## config.mk

```make
export PLATFORM = sky130hd
export DESIGN_NAME = dac_assembler_pop_suppressor
export DESIGN_NICKNAME = d
export VERILOG_FILES = /design/src/sv/dacap_pkg.sv /design/src/sv/dac_assembler_pop_suppressor.sv /design/src/sv/dacap_core.sv
export SDC_FILE = /design/constraint.sdc
export NUM_CORES = 1
export LEC_CHECK = 0
export BUFFER_PORTS_ARGS = -buffer_cell sky130_fd_sc_hd__clkbuf_2
export CAP_MARGIN = 5
export CORE_MARGIN = 5
export CORE_UTILIZATION = 50
export CTS_BUF_LIST = sky130_fd_sc_hd__clkbuf_4 sky130_fd_sc_hd__clkbuf_8 sky130_fd_sc_hd__clkbuf_16
export DETAILED_ROUTE_END_ITERATION = 6
export PLACE_DENSITY = 0.85
export SLEW_MARGIN = 5
export SYNTH_ARGS = -nofsm -noshare
export SYNTH_HDL_FRONTEND = slang
export SYNTH_HIERARCHICAL = 1
export SYNTH_SLANG_ARGS = --single-unit
```

## constraint.sdc

```tcl
create_clock -name aclk -period 2.3 [get_ports aclk]
set_clock_uncertainty 0.1 [all_clocks]
set_input_delay 0.115 -clock aclk [delete_from_list [all_inputs] [get_ports aclk]]
set_output_delay 0.115 -clock aclk [all_outputs]
set_load 0.05 [all_outputs]
```

## src/sv/dacap_pkg.sv

```systemverilog
// shared types and constants for the dac level assembler with pop suppression
`timescale 1ns / 1ps

package dacap_pkg;

    // request kinds carried on the input tuser
    localparam logic REQ_HIGH = 1'b0;
    localparam logic REQ_LOW  = 1'b1;

    // level and word constants
    localparam int          LEVEL_W    = 10;
    localparam int          WORD_W     = 16;
    localparam int          COUNTER_W  = 16;
    localparam int          STATUS_W   = 2;
    localparam logic [9:0]  MID_SCALE  = 10'h100;
    localparam logic [15:0] DAC_OFFSET = 16'h4000;
    localparam logic [1:0]  DDR_GATE   = 2'b11;

    // packed widths of the stream buses
    localparam int S_TDATA_W = 32;
    localparam int M_TDATA_W = 24;

    // one input request after unpacking
    typedef struct packed {
        logic                 req_type;
        logic [7:0]           port_data;
        logic [COUNTER_W-1:0] music_counter;
        logic [7:0]           ddr_b_bits;
    } req_t;

    // one result after processing
    typedef struct packed {
        logic                dac_strobe;
        logic [WORD_W-1:0]   dac_word;
        logic [STATUS_W-1:0] status_bits;
        logic                muted_flag;
    } result_t;

    // configuration write toward the core
    typedef struct packed {
        logic wr;
        logic value;
    } cfg_wr_t;

endpackage

```

## src/sv/dac_assembler_pop_suppressor.sv

```systemverilog
// top level: stream ports, input and result registers, config port
`timescale 1ns / 1ps

// channel   direction  signals                          contents
// s_axis    in         tvalid tready tdata tuser        port write request
// m_axis    out        tvalid tready tdata tuser        dac sample and status
// cfg       in         cfg_valid cfg_ready cfg_data     pop_suppress_enable
//
// a request accepted on s_axis waits in the input register and moves to the result register
// when that register is empty or being read; state updates as the request leaves the input
// register. one request per cycle is sustained while m_axis_tready stays high.
// aresetn is synchronous, active low; it clears the valid flags, all core state and the enable.
// a stall on m_axis holds the result register, then the input register, and
// only then drops s_axis_tready; cfg_ready is low while the input register is full.

module dac_assembler_pop_suppressor
    import dacap_pkg::*;
(
    input  logic                 aclk,
    input  logic                 aresetn,
    // input request
    input  logic                 s_axis_tvalid,
    output logic                 s_axis_tready,
    // [7:0] port_data, [23:8] music_counter, [31:24] ddr_b_bits
    input  logic [S_TDATA_W-1:0] s_axis_tdata,
    // [0] req_type
    input  logic                 s_axis_tuser,
    // result
    output logic                 m_axis_tvalid,
    input  logic                 m_axis_tready,
    // [15:0] dac_word, [17:16] status_bits, [18] muted_flag, [23:19] zero
    output logic [M_TDATA_W-1:0] m_axis_tdata,
    // [0] dac_strobe
    output logic                 m_axis_tuser,
    // configuration
    input  logic                 cfg_valid,
    output logic                 cfg_ready,
    input  logic                 cfg_data
);

    logic    in_valid_reg;
    req_t    in_req_reg;
    logic    out_valid_reg;
    result_t out_res_reg;
    result_t core_res;
    logic    advance;
    cfg_wr_t cfg_wr;

    // handshake control
    assign advance       = in_valid_reg && (!out_valid_reg || m_axis_tready);
    assign s_axis_tready = !in_valid_reg || advance;
    assign cfg_ready     = !in_valid_reg;
    assign cfg_wr.wr     = cfg_valid && cfg_ready;
    assign cfg_wr.value  = cfg_data;

    // input register
    always_ff @(posedge aclk) begin
        if (!aresetn) begin
            in_valid_reg <= 1'b0;
        end else if (s_axis_tvalid && s_axis_tready) begin
            in_valid_reg <= 1'b1;
        end else if (advance) begin
            in_valid_reg <= 1'b0;
        end
    end

    always_ff @(posedge aclk) begin
        if (s_axis_tvalid && s_axis_tready) begin
            in_req_reg.req_type      <= s_axis_tuser;
            in_req_reg.port_data     <= s_axis_tdata[7:0];
            in_req_reg.music_counter <= s_axis_tdata[23:8];
            in_req_reg.ddr_b_bits    <= s_axis_tdata[31:24];
        end
    end

    dacap_core u_core (
        .aclk    (aclk),
        .aresetn (aresetn),
        .cfg_wr  (cfg_wr),
        .advance (advance),
        .req     (in_req_reg),
        .result  (core_res)
    );

    // result register
    always_ff @(posedge aclk) begin
        if (!aresetn) begin
            out_valid_reg <= 1'b0;
        end else if (advance) begin
            out_valid_reg <= 1'b1;
        end else if (m_axis_tready) begin
            out_valid_reg <= 1'b0;
        end
    end

    always_ff @(posedge aclk) begin
        if (advance) begin
            out_res_reg <= core_res;
        end
    end

    assign m_axis_tvalid = out_valid_reg;
    assign m_axis_tuser  = out_res_reg.dac_strobe;
    assign m_axis_tdata  = {5'b0, out_res_reg.muted_flag, out_res_reg.status_bits,
                            out_res_reg.dac_word};

    // a silent result carries a zero word
    a_silent_zero: assert property (@(posedge aclk) disable iff (!aresetn)
        m_axis_tvalid && !m_axis_tuser |-> m_axis_tdata[15:0] == 16'h0)
        else $error("silent result with nonzero dac word");

    // a request leaving the input register shows up as a result
    a_advance_out: assert property (@(posedge aclk) disable iff (!aresetn)
        advance |=> m_axis_tvalid)
        else $error("processed request lost before result register");

    // a held request blocks new input
    a_no_overwrite: assert property (@(posedge aclk) disable iff (!aresetn)
        in_valid_reg && !advance |-> !s_axis_tready)
        else $error("input register overwritten while held");

endmodule

```

## src/sv/dacap_core.sv

```systemverilog
// state registers and single-pass update logic for one request
`timescale 1ns / 1ps

module dacap_core
    import dacap_pkg::*;
(
    input  logic    aclk,
    input  logic    aresetn,
    input  cfg_wr_t cfg_wr,
    input  logic    advance,
    input  req_t    req,
    output result_t result
);

    logic                 enable_reg;
    logic [LEVEL_W-1:0]   level_reg,   level_next;
    logic [LEVEL_W-1:0]   saved_reg,   saved_next;
    logic [COUNTER_W-1:0] last_reg,    last_next;
    logic                 ending_reg,  ending_next;
    logic                 mute_reg,    mute_next;
    logic                 boot_reg,    boot_next;
    logic [STATUS_W-1:0]  status_reg,  status_next;

    logic [LEVEL_W-1:0] lvl_a;
    logic [LEVEL_W-1:0] lvl_b;
    logic               end_b;
    logic               stalled;

    // next state for the request held in the input register
    always_comb begin
        saved_next  = saved_reg;
        last_next   = last_reg;
        ending_next = ending_reg;
        mute_next   = mute_reg;
        boot_next   = boot_reg;
        status_next = status_reg;
        lvl_a       = level_reg;
        lvl_b       = level_reg;
        end_b       = ending_reg;
        stalled     = (last_reg == req.music_counter) || (req.music_counter == '0);
        level_next  = level_reg;

        unique case (req.req_type)
            REQ_HIGH: begin
                // upper bits take the byte unless muted
                if (!mute_reg) begin
                    saved_next = level_reg;
                    lvl_a      = {req.port_data, level_reg[1:0]};
                end
                level_next = lvl_a;
                if (enable_reg) begin
                    if (stalled) begin
                        // fall back to the level before this write
                        if (!mute_reg) begin
                            lvl_b = saved_next;
                            end_b = 1'b1;
                        end else begin
                            lvl_b = lvl_a;
                        end
                        ending_next = end_b;
                        // ramp one step toward mid-scale
                        if (lvl_b > MID_SCALE) begin
                            level_next = lvl_b - 1'b1;
                        end else if (lvl_b < MID_SCALE) begin
                            level_next = lvl_b + 1'b1;
                        end else begin
                            level_next = lvl_b;
                            if (end_b) begin
                                ending_next = 1'b0;
                                boot_next   = 1'b0;
                                saved_next  = MID_SCALE;
                            end
                        end
                        mute_next = 1'b1;
                    end else begin
                        mute_next = 1'b0;
                    end
                    last_next = req.music_counter;
                end
            end
            REQ_LOW: begin
                // lowest two bits from the top of the byte
                if (!mute_reg) begin
                    saved_next = level_reg;
                    level_next = {level_reg[LEVEL_W-1:2], req.port_data[7:6]};
                end
                if (req.ddr_b_bits[5:4] != DDR_GATE) begin
                    status_next = req.port_data[5:4];
                end
            end
            default: begin
                level_next = level_reg;
            end
        endcase
    end

    // result fields from the updated state
    always_comb begin
        result.dac_strobe  = !boot_next;
        result.dac_word    = boot_next ? '0
                           : WORD_W'(DAC_OFFSET + {level_next, 6'b0});
        result.status_bits = status_next;
        result.muted_flag  = mute_next;
    end

    // state update, config write loads enable and boot together
    always_ff @(posedge aclk) begin
        if (!aresetn) begin
            enable_reg <= 1'b0;
            level_reg  <= '0;
            saved_reg  <= '0;
            last_reg   <= '0;
            ending_reg <= 1'b0;
            mute_reg   <= 1'b0;
            boot_reg   <= 1'b0;
            status_reg <= '0;
        end else if (cfg_wr.wr) begin
            enable_reg <= cfg_wr.value;
            boot_reg   <= cfg_wr.value;
        end else if (advance) begin
            level_reg  <= level_next;
            saved_reg  <= saved_next;
            last_reg   <= last_next;
            ending_reg <= ending_next;
            mute_reg   <= mute_next;
            boot_reg   <= boot_next;
            status_reg <= status_next;
        end
    end

endmodule

```

==> results.py <==
metrics = {
    "critical_path": {
        "endpoint_kind": "register",
        "cp.required_ns": 2.31,
        "r2r_slack_ns": -0.07,
        "reg2reg_depth": 9,
        "r2r_start": "in_req_reg[10]",
        "crit_arrival_ns": 2.38,
        "r2r-end": "m_axis_tdata[15]",
        "crit_fanout": 7,
        "worst_setup_path_start_kind": "register",
        "criticalPathCategory": "register to register",
    },
    "timing": {
        "worstMarginPinSlew_ns": 0.5783,
        "finalHoldViolCount": 0,
        "fin_crit_sh_pct": 103.0,
        "setup_ws_ns": -0.06987,
        "rsz0062_at_grt": "true",
        "relSlewSlack_pct": 61.35,
        "max_freq_mhz": 422.0,
        "period_minus_slack_ns": 2.370,
        "slew_viol_final": 0,
        "setup_viol": 5,
    },
    "global_route": {
        "grt_max_degree": 28,
        "grt.overflow.total": 0,
        "antenna_found_initial": 0,
        "grt_pass1_vias": 3200,
        "track_usage_pct": 20.34,
        "grt_pass1_wl_um": 15410,
    },
    "cts": {
        "htree_levels": 3,
        "clkTransAtPathRegs_ns": 0.08,
        "clock_path_buffers": 2,
        "insertion_delay_ns": 0.36,
        "clock-root-buffer": "clkbuf_8",
        "cts_buffers": 9,
        "cts_sinks": 81,
        "cts_tree": "yes",
    },
    "final_layout": {
        "n_antenna_cell": 0,
        "largest_register_ffs": 27,
        "layout.nets": 532,
        "area_growth_pct": 31.44,
        "ff_latch_area_um2": 2092,
        "multi_input_area_um2": 1665,
        "fillers": 604,
        "drive_gt1_share_pct": 32.53,
        "design_area_um2": 5042,
    },
    "placement": {
        "post_dp_cell_area_um2": 4368,
        "io_buffer_count": 55,
        "globalplace.congestion": 0.8737,
        "dp_hpwl_um": 6242,
    },
    "floorplanning": {
        "die_area_um2": 9524,
        "core_area_um2": 7607,
        "die_h_um": 97.59,
        "die_w_um": 97.59,
        "rows": 32,
        "ioPinCount": 67,
        "start_util_pct": 50.43,
    },
    "flow_run": {
        "maxCapViolCount": 0,
    },
    "routing": {
        "drc": 0,
        "ant_nets": 0,
        "wl_um": 9563,
        "drtIter0Drc": 265,
        "wire_per_inst_um": 16.02,
        "vias": 3219,
        "firstDrtPassIters": 4,
        "vias_per_cell": 5.392,
    },
    "status": {
        "violations": "negative setup slack",
        "status": "complete, but fails checks",
    },
    "min_path": {
        "hold_end": "u_core/boot_reg",
        "hold_depth": 3,
        "min-delay-start": "cfg_data",
        "min-delay-path-class": "input port to register",
    },
    "power_and_ir_drop": {
        "power.density_nw_per_um2": 615.9,
        "irDropWorstVdd_mv": 0.3988,
        "p_total_mw": 3.106,
        "p_leak_nw": 1.956,
    },
    "synth": {
        "synth.avg_cell_area_um2": 10.20,
        "synthCells": 376,
        "yosys_warnings": 6,
        "synthesis.area_um2": 3836,
    },
}
-- worst max-delay path by stage --
stage | start | to | slack [ns]
2_1_floorplan | m_axis_tvalid | u_core/last_reg[10] | 0.06
3_3_place_gp | in_req_reg[15] | m_axis_tdata[15] | -0.07
3_5_place_dp | in_req_reg[17] | m_axis_tdata[8] | -0.27
4_1_cts | in_req_reg[12] | m_axis_tdata[15] | -0.02
5_1_grt | in_req_reg[12] | m_axis_tdata[15] | -0.19
6_report | in_req_reg[10] | m_axis_tdata[15] | -0.07
-- cells in the final DEF, fill, tap and decap left out, drive strengths merged, types with 3 or more instances in the layout --
master	instances
clkinv	7
nand2b	4
nor2b	4
nand4	5
a211oi	6
buf	42
o21a	3
mux2i	3
ha	3
a21oi	36
nand3	10
or2	5
o21ai	15
nand2	51
or3	6
nor3	12
dfxtp	34
clkbuf	65
xnor2	16
and2	4
nor4	9
edfxtp	47
conb	11
dlygate4sd3	30
nor2	26
inv	12
-- metal layers --
| metal | GRT usage (%) | wire [µm] | up-vias | part of all wire [%] |
|---|---|---|---|---|
| li1 | - | - | 1539 | - |
| met1 | 22.50 | 3606 | 1543 | 38 |
| met2 | 36.69 | 5172 | 115 | 54 |
| met3 | 5.958 | 562 | 22 | 5.9 |
| met4 | 7.561 | 221 | 0 | 2.3 |
| met5 | 0 | 0 | - | 0 |
-- area by class of cell --
class	instances	share of cell area, %
clock buffer	10	2.953
clock inverter	6	0.8189
inverter	13	0.9677
multi-input combinational	258	33.03
sequential	81	41.49
tap	102	2.531
timing repair buffer	127	18.21
-- critical path: stages, from the launching register on --
cell	delay [ns]
edfxtp_1	0.44
buf_4	0.17
nor4_1	0.26
and4_1	0.29
buf_4	0.16
o21ai_4	0.10
buf_4	0.17
mux2i_1	0.12
o221ai_1	0.21
a21oi_1	0.09
-- repair_timing --
item	in CTS	in global routing
hold endpoints to repair	29	0
pin swaps	5	1
hold buffers	30	0
buffers inserted	3	3
gates resized for setup	13	17
setup endpoints to repair	21	20
-- where the power goes --
part	total (mW)	switching, mW	internal [mW]
Clock	0.995	0.538	0.457
Sequential	1.64	0.0411	1.60
Combinational	0.466	0.280	0.186
-- through the flow --
stage                     instances  util (%)  TNS [ns]  hold slack (ns)  setup slack [ns]
final                           597     66.28   -0.2221          0.01889          -0.06987
after detailed placement        545     57.42    -2.240           0.1936           -0.2681
after CTS                       594     65.03  -0.04345         0.008571          -0.02300
after floorplan                 385         -         0           0.1139           0.05864
after global placement          545     57.42   -0.2179           0.1913          -0.06699
after global routing            597     66.28    -1.503          0.01656           -0.1884
Power figures use the tool's default switching activity.
